[config.mk]
export PLATFORM = sky130hd
export DESIGN_NAME = fdr_sqrt_cell
export DESIGN_NICKNAME = d
export VERILOG_FILES = /design/src/rtl/fdr_sqrt_cell.sv
export SDC_FILE = /design/constraint.sdc
export NUM_CORES = 1
export LEC_CHECK = 0
export BUFFER_PORTS_ARGS = -buffer_cell sky130_fd_sc_hd__buf_2
export CORE_ASPECT_RATIO = 2
export CORE_MARGIN = 5
export CORE_UTILIZATION = 55
export DETAILED_ROUTE_END_ITERATION = 12
export PLACE_DENSITY = 0.86
export SYNTH_ARGS = -nofsm -noshare
export SYNTH_HDL_FRONTEND = slang
export SYNTH_SLANG_ARGS = --single-unit
[constraint.sdc]
create_clock -name clk -period 7.1 [get_ports clk]
set_clock_uncertainty 0.2 [all_clocks]
set_input_delay 0.355 -clock clk [delete_from_list [all_inputs] [get_ports clk]]
set_output_delay 0.355 -clock clk [all_outputs]
set_load 0.02 [all_outputs]
[src/rtl/fdr_sqrt_cell.sv]
// One cell of the pipelined restoring square root: one result bit per cell.
module fdr_sqrt_cell #(
	parameter int RW = 17,
	parameter int K  = 0
) (
	input  logic                clk,
	input  logic                en,
	input  logic [2*RW-1:0]     rem_in,
	input  logic [RW-1:0]       root_in,
	output logic [2*RW-1:0]     rem_out,
	output logic [RW-1:0]       root_out
);
	logic [2*RW+1:0] trial;
	logic [2*RW+1:0] remx;
	logic            take;

	// Trial subtract of (4*root+1) << 2K from the remainder.
	always_comb begin
		trial = ({2'b00, root_in} << (2*K + 2)) | ((2*RW+2)'(1) << (2*K));
		remx  = {2'b00, rem_in};
		take  = remx >= trial;
	end

	always_ff @(posedge clk) begin
		if (en) begin
			rem_out  <= take ? (2*RW)'(remx - trial) : rem_in;
			root_out <= {root_in[RW-2:0], take};
		end
	end
endmodule

# Yosys cells after proc, flatten, opt, wreduce, memory -nomap -nowiden
# Cells that the tools add are included.
word_totals:
  word_cells: 5
  out_inout_bits: 51
  regBits: 51
op_classes:
  muxes: 1
  n_lt_le_gt_ge: 1
  addsub: 1
ops:
  columns: ["operator", "n"]
  rows:
  - ["34-bit by 19-bit >= comparator with 1-bit output", 1]
  - ["34-bit two-way mux", 1]
  - ["34-bit by 19-bit subtractor with 34-bit output", 1]

# Depth between registers and ports, before layout
# Gate-level depths: netlist (run 1).
logic_depth:
  depth_word: 2
  ltp_mapped: 11
  depth_no_buf: 9

# Least setup slack after synthesis (run 1)
# Ideal clock, no wire load.
synth_path:
  path_kind: "in2reg"
  startpoint: "input port root_in[1]"
  endpoint: "register rem_out[32] (data pin)"
  required_ns: 6.642
  arrival_time_ns: 2.404
  setup_ns: 0.258
  cell_stages: 9
  n_path_buf: 0
  path_slack_ns: 4.238
  cell_sequence: "inv_1 ha_1 a211oi_1 o21ai_1 a221oi_2 o211ai_1 a2111oi_2 nand3b_1 xnor2_1"
synth_via:
  elab_chain_len: 2
synth_lines:
  columns: ["element", "line", "source"]
  rows:
  - ["start: declaration", "9", "input logic [RW-1:0] root_in,"]
  - ["34-bit by 19-bit subtractor with 34-bit output / 34-bit by 19-bit >= comparator with 1-bit output (equally long branches)", "26, 21", null]
  - ["34-bit two-way mux (*)", "26", "rem_out <= take ? (2*RW)'(remx - trial) : rem_in;"]
  - ["end signal: assignment", "26", null]
  - ["end: declaration", "10", "output logic [2*RW-1:0] rem_out,"]
# Every way passes the cells marked *; elsewhere a longest branch is shown, timed or not.
# A chain may end at the register's enable or synchronous reset.

# Final worst setup path (run 1)
layout_path:
  startpoint: "input port root_in[5]"
  endpoint: "register rem_out[8] (data pin)"
# Same word-level chain as after synthesis.

==> results.json, run 1 <==
{
  "outcome": "completed",
  "ratio_of_cells_with_drive_above_1_in_the_final_layout_pct": 31.6,
  "ctsHtreeMaxLevel": 2,
  "globalRouteOverflowTotal": 0,
  "setup_repair_after_global_routing_missed_its_margin": "false",
  "met3_length_um": 385,
  "synth_area_sq_um": 3140,
  "detail_route.wirelength_um": 7420,
  "swShare_pct": 29.0,
  "timing.hold.worst_path_depth": 1,
  "yosys_register_bits": 51,
  "globalplace.congestion": 0.895,
  "post_synth_inst_count": 287,
  "dieArea_sq_um": 7410,
  "min-delay-path-class": "input pin to register",
  "timing_hold_violations_final": 0,
  "pwrdens_nw_per_um2": 216,
  "drt_first_pass_iters": 4,
  "standby_leakage_power_nw": 1.67,
  "tritoncts_clock_tree": "built",
  "worstSetupStartpointType": "input pin",
  "post_synth_main_area_contributors": "sky130_fd_sc_hd__edfxtp_1 49%, sky130_fd_sc_hd__ha_1 7.6%, sky130_fd_sc_hd__xnor2_1 5.9%",
  "seqCellArea_sq_um": 1530,
  "route.met2.wl_um": 4510,
  "max-cap-violations": 0,
  "die_span_in_x_um": 63.4,
  "setup_viol": 0,
  "cts_inserted_buffers": 5,
  "clock_sink_count": 51,
  "cp-end-kind": "register",
  "largest_area_contributor_in_the_synthesized_netlist": "sky130_fd_sc_hd__edfxtp_1",
  "avgViaCountPerCell": 5.64,
  "cts.root.buffer_cell": "sky130_fd_sc_hd__clkbuf_16",
  "max-slew-margin-rel_pct": 24.2,
  "timing.critical_path.from": "root_in[5]",
  "fill_cells": 487,
  "initialDrtViolationCount": 61,
  "ir_drop_uv": 274,
  "syn-mean-instance-area_sq_um": 10.9,
  "worstPathArrival_ps": 2940,
  "topRoutingLayerUsed": "met4",
  "io_pins": 104,
  "count_of_flip_flops_with_a_built_in_enable_after_synthesis": 51,
  "number_of_inserted_diodes": 0,
  "final_max_slew_viol_count": 0,
  "multi_input_comb_area_sq_um": 1480,
  "crit_fanout": 37,
  "antenna_found_initial": 0,
  "port-buffer-count": 103,
  "path_class": "input pin to register",
  "grt_pass1_wl_um": 11300,
  "post_synth_num_cell_types": 53,
  "met1_length_um": 2310,
  "dp.final_hpwl_um": 6050,
  "yosys_warnings": 0,
  "switching_power_mw": 0.240,
  "cp.required_ps": 6940,
  "initial_utilization_pct": 55.5,
  "timing.fmax_mhz": 323,
  "p_int_mw": 0.587,
  "cts_hold_buffers": 0,
  "layout.cells.most_common_list": "103 x sky130_fd_sc_hd__buf_2, 51 x sky130_fd_sc_hd__edfxtp_1, 26 x sky130_fd_sc_hd__nor2_1, 23 x sky130_fd_sc_hd__a21oi_1",
  "synth_fp_nets": 359,
  "routedWlPerCell_um": 16.5,
  "die_h_um": 117,
  "clock_power_share_pct": 26.9,
  "detail_route.drc_violations": 0,
  "fp.coreArea_sq_um": 5660,
  "synth_top_area_share_pct": 48.8,
  "fraction_of_the_yosys_area_taken_by_sequential_cells_pct": 48.8,
  "power_frac_comb_pct": 26.9,
  "yosys_most_used_dff": "sky130_fd_sc_hd__edfxtp_1",
  "grt_max_degree": 52,
  "post-cts-setup-buffer-count": 0,
  "dp.cells": 444,
  "clkTransAtPathRegs_ps": 60,
  "worst_setup_path_endpoint": "rem_out[8]",
  "grt_pass1_vias": 2557,
  "grt_use_total_pct": 19.7,
  "cts_repair_resize_count": 0,
  "finish.net_count": 462,
  "layout.cells.most_common": "sky130_fd_sc_hd__buf_2",
  "area_delta_synth_final_pct": 21.6,
  "row_count": 39,
  "cts_max_path_buffers": 2,
  "seq_power_share_pct": 46.2,
  "fin_cells": 450,
  "worst_pin_slew_ps": 1140,
  "ant_nets": 0,
  "final_period_minus_worst_setup_slack_ps": 3100,
  "setup_total_negative_slack_ps": 0,
  "num_vias": 2537,
  "postSynth.asyncResetShare_pct": 0,
  "final_cycle_share_pct": 43.6
}
## cell usage after synthesis, types with 6 or more instances
cell and count:
sky130_fd_sc_hd__edfxtp_1 51, sky130_fd_sc_hd__nor2_1 26, sky130_fd_sc_hd__a21oi_1 23, sky130_fd_sc_hd__inv_1 21
sky130_fd_sc_hd__xnor2_1 21, sky130_fd_sc_hd__ha_1 19, sky130_fd_sc_hd__nand2_1 14, sky130_fd_sc_hd__xor2_1 11
sky130_fd_sc_hd__nor3_1 10, sky130_fd_sc_hd__nand3_1 7, sky130_fd_sc_hd__o21ai_0 7, sky130_fd_sc_hd__a21o_1 6
## flip-flops by register name (all words and copies together), names as in the netlist
register  cells
rem_out      34
root_out     17
## critical path, stage by stage
cell and delay, ps:
sky130_fd_sc_hd__buf_2 90, sky130_fd_sc_hd__inv_1 40, sky130_fd_sc_hd__ha_1 430, sky130_fd_sc_hd__nand4_1 160, sky130_fd_sc_hd__or2_2 300, sky130_fd_sc_hd__nor4_1 520, sky130_fd_sc_hd__nor4_4 110, sky130_fd_sc_hd__o21ai_2 150
sky130_fd_sc_hd__buf_4 410, sky130_fd_sc_hd__mux2_2 380
## power groups by stage
stage                     Sequential [mW]  Clock (mW)  Combinational, mW
final                               0.382       0.223              0.222
after global routing                0.385       0.239              0.241
after CTS                           0.382       0.228              0.224
after detailed placement            0.388           0              0.223
after global placement              0.387           0              0.219
after floorplan                     0.433           0             0.0997
## routing by layer
| metal | vias to the layer above | GRT usage [%] |
|---|---|---|
| li1 | 1261 | - |
| met1 | 1188 | 16.4 |
| met2 | 73 | 41.1 |
| met3 | 15 | 4.30 |
| met4 | 0 | 9.43 |
| met5 | - | 0 |
## how the worst min path moves through the flow
stage / from / endpoint / slack [ps]
after floorplan: root_in[9] / root_out[10] / 250
after detailed placement: root_in[12] / root_out[13] / 350
after CTS: root_in[12] / root_out[13] / 40
after global routing: root_in[12] / root_out[13] / 40
after global placement: root_in[12] / root_out[13] / 350
final: root_in[12] / root_out[13] / 50
## final cells by class
cell class	instances	area share, %
Timing Repair Buffer	104	13.7
Inverter	21	2.06
Tap cell	61	2.00
Clock buffer	6	3.37
Sequential cell	51	40.1
Multi-Input combinational cell	207	38.8
## metrics by stage
stage	util [%]	total power, mW	hold WS, ps	cell area (sq um)	setup slack (ps)
2_1_floorplan	-	0.533	254	3140	4240
3_3_place_gp	65.2	0.606	347	3690	3730
3_5_place_dp	65.2	0.612	349	3690	3670
4_1_cts	67.5	0.835	43.0	3820	3980
5_1_grt	67.5	0.865	44.3	3820	3800
6_report	67.5	0.827	48.9	3820	4000
## kinds of logic after synthesis
kind of cell	Yosys count	share of synthesized area (%)
xor+xnor	32	8.92
simple gates	90	15.9
compound gates	61	12.9
buf+inv	29	4.10
mux	5	1.87
flops	51	48.8
fa+ha+maj	19	7.57
Power figures use the tool's default switching activity.
==> run 2, diff against run 1 <==
--- a/config.mk
+++ b/config.mk
@@ -8,9 +8,9 @@
 export BUFFER_PORTS_ARGS = -buffer_cell sky130_fd_sc_hd__buf_2
 export CORE_ASPECT_RATIO = 2
 export CORE_MARGIN = 5
-export CORE_UTILIZATION = 55
+export CORE_UTILIZATION = 51
 export DETAILED_ROUTE_END_ITERATION = 12
-export PLACE_DENSITY = 0.86
+export PLACE_DENSITY = 0.81
 export SYNTH_ARGS = -nofsm -noshare
 export SYNTH_HDL_FRONTEND = slang
 export SYNTH_SLANG_ARGS = --single-unit
==> constraint.sdc (replaced) <==
create_clock -name clk -period 3.1 [get_ports clk]
set_clock_uncertainty 0.2 [all_clocks]
set_input_delay 0.155 -clock clk [delete_from_list [all_inputs] [get_ports clk]]
set_output_delay 0.155 -clock clk [all_outputs]
set_load 0.02 [all_outputs]
==> run 2 against run 1 <==
Net effect: global-route usage grew 0.060 points; clock power grew 130%; routed wire length grew 1.9%; sequential power grew 130%; core utilization grew 3.7 points; largest cell class is now multi-input gates; highest routed layer unchanged.
==> results.json, run 2 (same netlist as run 1, synthesis figures left out) <==
{
  "seqCellArea_sq_um": 1530,
  "layout.cells.most_common_list": "103 x sky130_fd_sc_hd__buf_2, 51 x sky130_fd_sc_hd__edfxtp_1, 26 x sky130_fd_sc_hd__nor2_1, 24 x sky130_fd_sc_hd__dlygate4sd3_1",
  "path_class": "input pin to register",
  "max-cap-violations": 0,
  "dieArea_sq_um": 7920,
  "grt_max_degree": 52,
  "detail_route.drc_violations": 0,
  "setup_viol": 0,
  "finish.net_count": 497,
  "clock_power_share_pct": 26.3,
  "drt_first_pass_iters": 4,
  "multi_input_comb_area_sq_um": 1590,
  "standby_leakage_power_nw": 1.83,
  "cts.root.buffer_cell": "sky130_fd_sc_hd__clkbuf_16",
  "ant_nets": 0,
  "tritoncts_clock_tree": "built",
  "layout.cells.most_common": "sky130_fd_sc_hd__buf_2",
  "row_count": 40,
  "ir_drop_uv": 286,
  "pwrdens_nw_per_um2": 457,
  "outcome": "completed",
  "report.power.total_mw": 1.95,
  "detail_route.wirelength_um": 7560,
  "worstPathArrival_ps": 2860,
  "grt_pass1_wl_um": 12100,
  "global_route.usage.met1_pct": 18.8,
  "swShare_pct": 28.9,
  "globalplace.congestion": 0.928,
  "routedWlPerCell_um": 15.5,
  "top_regs": "rem_out (34), root_out (17)",
  "cts_max_path_buffers": 2,
  "cp-end-kind": "register",
  "setup_total_negative_slack_ps": 0,
  "io_pins": 104,
  "final_cycle_share_pct": 97.3,
  "ratio_of_cells_with_drive_above_1_in_the_final_layout_pct": 34.4,
  "grt_util_met3_pct": 3.43,
  "port-buffer-count": 103,
  "p_int_mw": 1.39,
  "dp.final_hpwl_um": 5810,
  "seq_power_share_pct": 44.6,
  "largest_register_ff_count": 34,
  "globalRouteMet2Util_pct": 38.8,
  "max-slew-margin-rel_pct": 24.2,
  "register_name_with_the_most_flops": "rem_out",
  "cp.required_ps": 2950,
  "initialDrtViolationCount": 99,
  "globalRouteOverflowTotal": 0,
  "number_of_inserted_diodes": 0,
  "worstSetupStartpointType": "input pin",
  "num_vias": 2662,
  "worst_pin_slew_ps": 1140,
  "area_delta_synth_final_pct": 36.1,
  "cts_inserted_buffers": 5,
  "switching_power_mw": 0.565,
  "min-delay-path-class": "input pin to register",
  "clock_sink_count": 51,
  "grt_pass1_vias": 2753,
  "timing_hold_violations_final": 0,
  "final_max_slew_viol_count": 0,
  "fin_hold_ws_ps": 3.43,
  "initial_utilization_pct": 52.3,
  "timing.fmax_mhz": 332,
  "ctsHtreeMaxLevel": 2,
  "final_period_minus_worst_setup_slack_ps": 3020,
  "power_frac_comb_pct": 29.1,
  "die_h_um": 121,
  "avgViaCountPerCell": 5.47,
  "fp.coreArea_sq_um": 6010,
  "grt_use_total_pct": 19.7,
  "grt.busiest_layer": "met2",
  "crit_fanout": 6,
  "antenna_found_initial": 0,
  "timing.hold.worst_path_depth": 2,
  "die_span_in_x_um": 65.5,
  "clkTransAtPathRegs_ps": 70,
  "fill_cells": 436
}
-- run 2: stage by stage --
stage | utilization (%) | instances | cell area [sq um] | worst slack (ps)
final | 71.2 | 487 | 4270 | 84.1
after floorplan | - | 287 | 3140 | 438
after CTS | 68.8 | 484 | 4130 | 26.1
after global routing | 71.2 | 487 | 4270 | -14.6
after detailed placement | 62.7 | 454 | 3760 | 146
after global placement | 62.7 | 454 | 3760 | 237
-- run 2: path summary, 6_finish.rpt --
check / start / end
max: rem_in[8] / rem_out[22]
min: rem_in[33] / rem_out[33]
-- run 2: metal layers --
metal	vias to the layer above	routed length, um
met4	0	226
met2	70	4470
met3	17	286
li1	1337	-
met1	1238	2580
met5	-	0
-- run 2: timing repair --
| item | CTS | global route |
|---|---|---|
| hold buffers | 24 | 0 |
| endpoints found under the setup margin | 0 | 24 |
| resized for setup | 0 | 17 |
| buffers inserted | 0 | 3 |
| hold endpoints to repair | 24 | 0 |
-- run 2: critical path, stage by stage --
cell and delay (ps):
sky130_fd_sc_hd__dlygate4sd3_1 530, sky130_fd_sc_hd__buf_2 130, sky130_fd_sc_hd__ha_1 390, sky130_fd_sc_hd__a31oi_4 190, sky130_fd_sc_hd__nor2b_1 70, sky130_fd_sc_hd__a221oi_2 330
sky130_fd_sc_hd__o21a_1 220, sky130_fd_sc_hd__a21oi_1 130, sky130_fd_sc_hd__or4b_1 570, sky130_fd_sc_hd__xnor2_1 160
-- run 2: power groups by stage --
stage               sequential (mW)  clock (mW)  combinational [mW]
floorplan                     0.992           0               0.228
global route                  0.877       0.550               0.619
detailed placement            0.886           0               0.519
CTS                           0.872       0.522               0.544
global placement              0.884           0               0.511
finish                        0.871       0.514               0.569
-- run 2: area by class of cell --
class,instances,share of cell area [%]
clock buffer,6,3.02
tap,63,1.84
multi-input combinational,207,37.3
sequential,51,35.8
timing repair buffer,139,20.2
inverter,21,1.84
