$ cat config.mk
export PLATFORM = sky130hd
export DESIGN_NAME = fdr_div_cell
export DESIGN_NICKNAME = d
export VERILOG_FILES = /design/src/rtl/fdr_div_cell.sv
export SDC_FILE = /design/constraint.sdc
export NUM_CORES = 1
export LEC_CHECK = 0
export ABC_AREA = 1
export BUFFER_PORTS_ARGS = -buffer_cell sky130_fd_sc_hd__buf_2
export CORE_MARGIN = 2
export CORE_UTILIZATION = 40
export CTS_BUF_LIST = sky130_fd_sc_hd__clkbuf_8 sky130_fd_sc_hd__clkbuf_16
export CTS_CLUSTER_SIZE = 10
export DETAILED_ROUTE_END_ITERATION = 12
export PLACE_DENSITY = 0.7
export SYNTH_ARGS = -nofsm -noshare
export SYNTH_HDL_FRONTEND = slang
export SYNTH_SLANG_ARGS = --single-unit
$ cat constraint.sdc
create_clock -name clk -period 5.45 [get_ports clk]
set_clock_uncertainty 0.1 [all_clocks]
set_input_delay 0.545 -clock clk [delete_from_list [all_inputs] [get_ports clk]]
set_output_delay 0.545 -clock clk [all_outputs]
set_load 0.005 [all_outputs]
$ cat src/rtl/fdr_div_cell.sv
// One cell of the pipelined restoring divider: one quotient bit per cell.
module fdr_div_cell #(
	parameter int DW = 32,
	parameter int QW = 17
) (
	input  logic          clk,
	input  logic          en,
	input  logic [DW-1:0] den_in,
	input  logic [DW:0]   rem_in,
	input  logic [QW-1:0] quo_in,
	output logic [DW-1:0] den_out,
	output logic [DW:0]   rem_out,
	output logic [QW-1:0] quo_out
);
	logic [DW+1:0] sh;
	logic          take;

	always_comb begin
		sh   = {rem_in, 1'b0};
		take = sh >= {2'b00, den_in};
	end

	always_ff @(posedge clk) begin
		if (en) begin
			den_out <= den_in;
			rem_out <= take ? (DW+1)'(sh - {2'b00, den_in}) : sh[DW:0];
			quo_out <= {quo_in[QW-2:0], take};
		end
	end
endmodule

**Yosys cells after proc, flatten, opt, wreduce, memory -nomap -nowiden**

Cells that the tools add are included.
W data, S select, Z words.

- $add $sub $neg: 1
- $lt $le $gt $ge: 1
- Mux-type cells: 1

Operator list:

| operator | number |
|---|---|
| $ge A34 B32 Y1 | 1 |
| $mux W33 | 1 |
| $sub A33 B32 Y33 | 1 |

- Flip-flop bits (word level): 82
- Input port bits: 84
- Output and inout bits: 82
- Logic and storage cells: 7

**Logic depth before layout (Yosys ltp)**

Gate-level depths: netlist (run 1).

- Depth after elaboration: 2
- Gate-level depth with buffers: 16
- Gate-level depth less buffers: 16

**Worst setup path before layout (run 1)**

OpenSTA, ideal clock, no wires.

- Path type: input to register
- From: input port den_in[9]
- To: register rem_out[27], data pin
- Library setup time: 253 ps
- Arrival time: 1955 ps
- Required time: 5097 ps
- Slack: 3143 ps
- Stages on the path: 15
- Path buffers: 1
- Cells stage by stage: inv_1 > ha_1 > nand2_1 > inv_1 > nand2_1 > nand2_1 > inv_1 > nand3_1 > nand2_1 > nand2_1 > nand2_2 > nand3_2 > buf_6 > nand2_1 > nand2_1

- Longest elaborated chain between the ends: 2
- Elaborated cells between the ends (all ways): 3
- Those cells by class: add/sub: 1; order compare: 1; mux: 1

Ends and longest elaborated chain:

| what | line | RTL |
|---|---|---|
| start: declaration | 8 | `input logic [DW-1:0] den_in,` |
| $sub A33 B32 Y33 or $ge A34 B32 Y1 (tied branches) | 26, 20 |  |
| $mux W33 (*) | 26 | `rem_out <= take ? (DW+1)'(sh - {2'b00, den_in}) : sh[DW:0];` |
| end signal: assignment | 26 |  |
| end: declaration | 12 | `output logic [DW:0] rem_out,` |

Every way passes the cells marked *; elsewhere a longest branch is shown, timed or not.
A chain may end at the register's enable or synchronous reset.

**Final worst setup path (run 1)**

- From: input port den_in[21]
- To: register rem_out[32], data pin

Same word-level chain as after synthesis.

==> reports/qor.txt, run 1 <==
DRC viols - 0
syn nets - 904
met2 Usage GRT - 34.0%
Top Family by Delay on Critical Path - simple AND/OR/NAND/NOR gates
FP Rows - 43
Core Area - 14000 um2
slew margin rel. - 28.7%
slew of the pin with the lowest slew margin - 1.07 ns
crit start category - primary input
Die W - 124 um
utilization after layout - 50.3%
Worst Slack Setup Final - 2.32 ns
met3 Use GR - 4.67%
placed cell area - 6750 um2
Post-CTS Resized - 0
num ports - 166
worst hold start - quo_in[9]
Worst path slowest cell - nand3_2
first-pass GRT wire length - 24.4 mm
wire per inst - 13.7 um
Bufs and invs on worst path - 5
DR iter-0 viols - 243
# clock sinks - 82
CP peak stage delay - 0.70 ns
Min Clock Period, post-route - 3.13 ns
Clock Tree Root - clkbuf_16
Final Setup Violations - 0
VDD IR max - 0.144 mV
grt ovf - 0
TNS Setup - 0 ns
number of flops mapped to enable cells by yosys - 82
worst slack, placed - 1.96 ns
antenna-violating nets left - 0
CTS Hold Buffers Added - 0
Max H-tree Level - 3
gr usage total - 21.0%
Mapped Area - 5750 um2
Top FF cell, synth - edfxtp_1
Non-Filler Instances - 1138
gr busiest metal - met2
Vias/cell - 4.58
Hold Path Depth - 1
crit end category - flip-flop
Fmax - 0.319 GHz
max-slew violations - 0
ranking of synthesized cells by area - edfxtp_1 43%, nand2_1 21%, inv_1 11%
global routing usage on met1 - 28.6%
WHS Endpoint - quo_out[10]
Detail Placement HPWL - 12.1 mm
IO Port Bufs - 164
number of synthesized register bits - 82
via count - 5217
GPL Wtd Cong - 0.873
RSZ-0062 raised after global routing - no
cell taking the most area after synthesis - edfxtp_1
vias in the first global route - 4954
critical path peak fanout - 34
DRT Pass-1 Iters - 4
post-synthesis instance total - 787
max-cap violations - 0
placed cells - 1122
Critical Path RT - 5.45 ns
clock buffer depth - 2
total power divided by cell area - 264 nW/um2
synth warn - 0
register area share after synthesis - 42.8%
Area Overhead vs Synth - 22.4%
Finished Cell Area - 7040 um2
LEAKAGE - 3.95 nW
final hold vios - 0
fin nets - 1070
Initial Util - 41.1%
post-synth cell types - 28
largest net degree at the start of global routing - 83
antenna cell count - 0
Die Ht - 124 um
post-CTS setup buffers - 0
CTS tree - built
layout cell share with drive strength beyond 1 - 20.7%
Die ar. - 15400 um2
Num CTS Buffers - 9
Worst Path Arrival - 3.13 ns
final WL - 15.6 mm
outcome - complete, no violations
CP most frequent cell - nand2_1
clock-pin slew of the registers on the worst-case setup and hold paths - 0.06 ns
crit share post-route - 57.4%
Cell Chain, Critical Path - buf_2 -> inv_1 -> ha_1 -> nand2_1 -> inv_1 -> nand2_1 -> nand2_1 -> nand2_1 -> a21oi_1 -> nor2_2 -> buf_4 -> nand3_2 -> nand2_1 -> inv_2
Post-synth ARST share - 0%
syn avg cell area - 7.31 um2
HP Class - in -> reg
post-synth top area share - 42.8%
crit path kind - in -> reg
antenna violations before repair - 0
-- sequential cells by signal, summed over array words and instances, names as in the netlist --
name and flops:
rem_out 33, den_out 32, quo_out 17
-- power breakdown --
part / switching, mW / internal [mW] / total (mW)
Clock: 0.247 / 0.354 / 0.601
Combinational: 0.287 / 0.178 / 0.465
Sequential: 0.0144 / 0.781 / 0.795
-- cell usage in the layout (no fill, tap or decap), types with 2 or more instances in the layout --
master,count
nand2_1,319
inv_1,170
buf_2,163
edfxtp_1,82
nor2_1,38
nand4_1,35
ha_1,32
nand3_1,29
a21oi_1,18
xor2_1,14
clkbuf_16,9
nor3_1,8
and2_1,6
nor2_2,5
inv_2,4
buf_4,4
clkinvlp_4,3
nand2_2,2
a21o_1,2
o21ai_0,2
or2_2,2
-- stage by stage --
| stage | hold slack (ns) | power [mW] |
|---|---|---|
| final | 0.274 | 1.86 |
| after global routing | 0.256 | 1.98 |
| after CTS | 0.257 | 1.88 |
| after detailed placement | 0.624 | 1.27 |
| after global placement | 0.622 | 1.27 |
| after floorplan | 0.544 | 1.09 |
-- synthesized netlist by cell type, types with 3 or more instances --
master      n
a21oi_1    18
and2_1      6
buf_2       7
buf_6       3
edfxtp_1   82
ha_1       32
inv_1     169
inv_2       4
nand2_1   319
nand3_1    29
nand4_1    35
nor2_1     38
nor2_2      5
nor3_1      8
xor2_1     14
-- layout make-up --
cell class	instances	area (um2)
Clock inverter	7	70.1
Fill cell	1456	6950
Sequential cell	82	2460
Multi-Input combinational cell	520	2560
Clock buffer	9	225
Timing Repair Buffer	167	846
Inverter	173	649
Tap cell	180	225
-- routing by layer --
metal	part of all wire, %	routed length [um]	vias up
met2	46	7110	149
met1	46	7220	2273
met4	0.45	71	0
met5	0	0	-
li1	-	-	2789
met3	7.8	1220	6
-- how the worst max path moves through the flow --
stage               start          end  cells after the start
2_1_floorplan   den_in[9]  rem_out[27]                     15
3_3_place_gp   den_in[21]  rem_out[20]                     14
3_5_place_dp   den_in[21]  rem_out[32]                     14
4_1_cts        den_in[21]  rem_out[32]                     14
5_1_grt        den_in[19]  rem_out[17]                     14
6_report       den_in[21]  rem_out[32]                     14
-- cell families (layout without fill, tap and decap cells) --
kind of cell               after synthesis  count (layout)  share of synthesized area, %
AOI/OAI and AO/OA                       22              22                          2.00
xor gates and xnor gates                15              15                          2.28
adders and majority gates               33              33                          7.31
buffers and inverters                  185             356                          12.6
DFF                                     82              82                          42.8
and+or+nand+nor                        450             450                          33.0
(Power assumes the default switching activity.)
==> run 2: changes to the inputs <==
--- a/config.mk
+++ b/config.mk
@@ -12,7 +12,7 @@
 export CTS_BUF_LIST = sky130_fd_sc_hd__clkbuf_8 sky130_fd_sc_hd__clkbuf_16
 export CTS_CLUSTER_SIZE = 10
 export DETAILED_ROUTE_END_ITERATION = 12
-export PLACE_DENSITY = 0.7
+export PLACE_DENSITY = 0.73
 export SYNTH_ARGS = -nofsm -noshare
 export SYNTH_HDL_FRONTEND = slang
 export SYNTH_SLANG_ARGS = --single-unit
==> constraint.sdc (replaced) <==
create_clock -name clk -period 2.6 [get_ports clk]
set_clock_uncertainty 0.1 [all_clocks]
set_input_delay 0.26 -clock clk [delete_from_list [all_inputs] [get_ports clk]]
set_output_delay 0.26 -clock clk [all_outputs]
set_load 0.005 [all_outputs]
==> run 2 against run 1 <==
Clock-buffer cell count did not move. Via count rose by 7.7%. Largest power group unchanged. Combinational power rose by 150%. Sequential share of layout area fell by 3.9 points. Cell count rose by 4.5%. Cell area rose by 13%. Core utilization rose by 6.3 points. Critical path depth fell by 2.
==> reports/qor.txt, run 2 (synthesis results as in run 1) <==
commonest cells after routing, fill and taps aside - 299 x nand2_1, 166 x inv_1, 163 x buf_2, 82 x edfxtp_1, 37 x dlygate4sd3_1
VDD IR max - 0.274 mV
LEAKAGE - 4.24 nW
Largest regs - rem_out (33), den_out (32), quo_out (17)
Fmax - 0.399 GHz
total chip power - 4.11 mW
max reg flops - 33
P_int - 2.87 mW
Non-Filler Instances - 1189
crit share post-route - 96.5%
antenna cell count - 0
grt ovf - 0
met2 Usage GRT - 34.3%
Die Ht - 124 um
antenna-violating nets left - 0
HP Class - in -> reg
CP peak stage delay - 0.54 ns
Num CTS Buffers - 9
Die W - 124 um
total power divided by cell area - 518 nW/um2
Biggest register - rem_out
utilization after layout - 56.7%
final hold vios - 0
gr usage total - 21.0%
Vias/cell - 4.72
Combinational Power Share - 27.9%
antenna violations before repair - 0
Worst Slack Setup Final - 0.0919 ns
final WL - 16.9 mm
Critical Path RT - 2.60 ns
share of power burned in registers - 40.6%
most frequent standard cell in the layout excluding fill and tap cells - nand2_1
Clock Tree Root - clkbuf_16
Max H-tree Level - 3
worst slack, placed - 0.252 ns
Detail Placement HPWL - 12.4 mm
DR iter-0 viols - 328
Final Setup Violations - 0
met3 Use GR - 4.30%
critical path peak fanout - 8
clock buffer depth - 2
Worst path slowest cell - dlygate4sd3_1
Bufs and invs on worst path - 4
global routing usage on met1 - 28.3%
FP Rows - 43
vias in the first global route - 5196
crit start category - primary input
num ports - 166
clock-pin slew of the registers on the worst-case setup and hold paths - 0.06 ns
Min Clock Period, post-route - 2.51 ns
Core Area - 14000 um2
Die ar. - 15400 um2
max-slew violations - 0
DRC viols - 0
Initial Util - 41.1%
CTS tree - built
largest net degree at the start of global routing - 47
wire per inst - 14.2 um
Sw Share - 30.1%
Top Family by Delay on Critical Path - buffers and inverters
fin nets - 1121
Area Overhead vs Synth - 37.8%
crit end category - flip-flop
clock share of power - 31.6%
Worst Path Arrival - 2.51 ns
switching power - 1.24 mW
Cell Chain, Critical Path - dlygate4sd3_1 -> buf_2 -> inv_1 -> ha_2 -> a21o_1 -> nor2_2 -> o21ai_0 -> nor2_2 -> nand3_4 -> clkbuf_16 -> nand2_1 -> nand2_1
outcome - complete, no violations
max-cap violations - 0
GPL Wtd Cong - 0.897
# clock sinks - 82
TNS Setup - 0 ns
via count - 5617
crit path kind - in -> reg
gr busiest metal - met2
placed cells - 1130
slew margin rel. - 63.4%
DRT Pass-1 Iters - 7
slew of the pin with the lowest slew margin - 0.549 ns
first-pass GRT wire length - 24.5 mm
layout cell share with drive strength beyond 1 - 26.3%
IO Port Bufs - 164
run 2: cell types whose count changed in the layout (fill, tap and decap cells not counted), sizes merged:
cell | before | now
clkinv | 1 | 3
dlygate4sd3 | 0 | 37
buf | 167 | 178
clkinvlp | 3 | 1
clkbuf | 9 | 12
run 2: final timing paths:
kind / startpoint / end / slack, ns / cells past startpoint
worst min-delay path: den_in[13] / den_out[13] / 0.01 / 1
worst max-delay path: den_in[29] / rem_out[17] / 0.09 / 12
run 2: cell type report:
class                   count  area [um2]
repair buffers            218        1410
multi-input cells         520        2870
well taps                 180         225
inverters                 173         649
flip-flops and latches     82        2460
fillers                  1351        6060
clock inverters             7        76.3
clock buffers               9         225
run 2: timing repair:
| item | 4_1_cts | 5_1_grt |
|---|---|---|
| gates resized for setup | 0 | 65 |
| hold buffers | 37 | 0 |
| setup buffers | 0 | 1 |
| endpoints found under the hold margin | 37 | 0 |
| endpoints found under the setup margin | 0 | 33 |
run 2: routing by layer:
layer / part of all wire (%) / wire [um] / vias to the layer above
met5: 0 / 0 / -
met4: 1.3 / 215 / 0
met3: 5.6 / 952 / 21
met2: 46 / 7830 / 155
met1: 47 / 7870 / 2551
li1: - / - / 2890
run 2: per-stage QoR:
stage / hold slack (ns) / cell area (um2)
after floorplan: 0.259 / 5750
after detailed placement: 0.338 / 6830
after CTS: 0.000555 / 7500
final: 0.0105 / 7930
after global placement: 0.336 / 6830
after global routing: 0.000935 / 7930
run 2: power by group through the flow:
stage	Combinational (mW)	Sequential (mW)	Clock, mW
2_1_floorplan	0.561	1.72	0
3_3_place_gp	0.976	1.69	0
3_5_place_dp	0.990	1.70	0
4_1_cts	1.04	1.67	1.32
5_1_grt	1.29	1.68	1.38
6_report	1.15	1.67	1.30
==> run 3: changes to the inputs <==
==> constraint.sdc (replaced) <==
create_clock -name clk -period 2.6 [get_ports clk]
set_clock_uncertainty 0.1 [all_clocks]
set_input_delay 0.52 -clock clk [delete_from_list [all_inputs] [get_ports clk]]
set_output_delay 0.52 -clock clk [all_outputs]
set_load 0.005 [all_outputs]
==> run 3 against run 2 <==
Cell count is 1.9% lower. Core utilization is 4.7 points lower. Sequential cell count stayed put. Power is 3.2% lower. Critical path depth is 1 higher. Hold slack better by 0.24 ns. Global-route usage is 0.56 points lower. First-iteration DRC count is 12% lower. Combinational power is 11% lower. Highest routed layer unchanged.
==> reports/qor.txt, run 3 (synthesis results as in run 1) <==
wire per inst - 13.1 um
antenna cell count - 0
P_int - 2.80 mW
CP peak stage delay - 0.36 ns
RSZ-0062 raised after global routing - no
crit start category - primary input
critical path peak fanout - 5
final hold vios - 0
grt ovf - 0
layout cell share with drive strength beyond 1 - 22.9%
total power divided by cell area - 546 nW/um2
VDD IR max - 0.351 mV
crit path kind - in -> reg
Non-Filler Instances - 1166
Critical Path RT - 2.60 ns
commonest cells after routing, fill and taps aside - 319 x nand2_1, 169 x inv_1, 163 x buf_2, 82 x edfxtp_1, 38 x nor2_1
clock-pin slew of the registers on the worst-case setup and hold paths - 0.06 ns
slew margin rel. - 68.2%
Area Overhead vs Synth - 26.4%
switching power - 1.17 mW
gr usage total - 20.4%
Fmax - 0.446 GHz
Top Family by Delay on Critical Path - simple AND/OR/NAND/NOR gates
Final Setup Violations - 0
num ports - 166
IO Port Bufs - 164
vias in the first global route - 5013
Die ar. - 15400 um2
most frequent standard cell in the layout excluding fill and tap cells - nand2_1
outcome - complete, no violations
Detail Placement HPWL - 12.5 mm
Sw Share - 29.5%
first-pass GRT wire length - 24.0 mm
clock share of power - 32.3%
placed cells - 1150
Num CTS Buffers - 9
Die Ht - 124 um
fill cell count - 1422
max-slew violations - 0
Biggest register - rem_out
Post-CTS Resized - 0
Combinational Power Share - 25.8%
Worst path slowest cell - ha_1
largest net degree at the start of global routing - 49
share of power burned in registers - 41.9%
# clock sinks - 82
LEAKAGE - 4.10 nW
DR iter-0 viols - 290
clock buffer depth - 2
max reg flops - 33
DRC viols - 0
HP Class - in -> reg
TNS Setup - 0 ns
Bufs and invs on worst path - 3
fin nets - 1098
Cell Chain, Critical Path - buf_2 -> inv_1 -> ha_1 -> nand2_1 -> nor2_1 -> inv_1 -> nor3_1 -> and2_1 -> nand2_1 -> nand3_1 -> nand2_1 -> nand2_1 -> nand2_1
max-cap violations - 0
Die W - 124 um
slew of the pin with the lowest slew margin - 0.478 ns
Worst Path Arrival - 2.25 ns
CP most frequent cell - nand2_1
final WL - 15.3 mm
CTS tree - built
Core Area - 14000 um2
antenna-violating nets left - 0
post-CTS setup buffers - 0
crit end category - flip-flop
Initial Util - 41.1%
via count - 5407
FP Rows - 43
Max H-tree Level - 3
crit share post-route - 86.3%
Clock Tree Root - clkbuf_16
Largest regs - rem_out (33), den_out (32), quo_out (17)
Vias/cell - 4.64
Min Clock Period, post-route - 2.24 ns
GPL Wtd Cong - 0.916
CTS Hold Buffers Added - 0
DRT Pass-1 Iters - 5
antenna violations before repair - 0
## run 3: cell count changes in the layout (fill, tap and decap cells not counted), sizes merged
cell         previous run  this run
buf                   178       195
inv                   175       174
clkinv                  3         5
dlygate4sd3            37         0
clkinvlp                1         0
clkbuf                 12         9
## run 3: cell type report
class	instances	area, um2	share of cell area [%]
repair buffers	195	1070	14.7
clock inverters	7	77.6	1.07
multi-input cells	520	2560	35.3
inverters	173	649	8.93
flip-flops and latches	82	2460	33.9
well taps	180	225	3.10
clock buffers	9	225	3.10
## run 3: power by group through the flow
stage | logic (mW) | clock network [mW] | registers (mW)
CTS | 1.03 | 1.32 | 1.67
global route | 1.17 | 1.37 | 1.68
floorplan | 0.561 | 0 | 1.72
global placement | 1.01 | 0 | 1.69
finish | 1.02 | 1.28 | 1.67
detailed placement | 1.02 | 0 | 1.70
## run 3: worst paths after layout
check                  start     endpoint  slack (ns)  depth (start not counted)
setup / recovery  den_in[23]  rem_out[29]        0.36                         13
hold / removal    quo_in[11]  quo_out[12]        0.25                          1
## run 3: routing by layer
layer	vias up	GRT usage, %	share of wire (%)
li1	2838	-	-
met1	2418	27.5	47
met2	142	33.8	47
met3	9	4.30	5.5
met4	0	4.78	0.88
met5	-	0	0
## run 3: stage by stage
| stage | hold WS, ns | power (mW) | setup WS, ns | util (%) | area, um2 |
|---|---|---|---|---|---|
| 6_report | 0.247 | 3.97 | 0.356 | 52.0 | 7270 |
| 5_1_grt | 0.234 | 4.22 | 0.181 | 52.0 | 7270 |
| 4_1_cts | 0.231 | 4.02 | 0.369 | 52.0 | 7270 |
| 3_5_place_dp | 0.598 | 2.72 | -0.00229 | 49.8 | 6970 |
| 3_3_place_gp | 0.596 | 2.70 | 0.0312 | 49.8 | 6970 |
| 2_1_floorplan | 0.519 | 2.28 | 0.318 | - | 5750 |
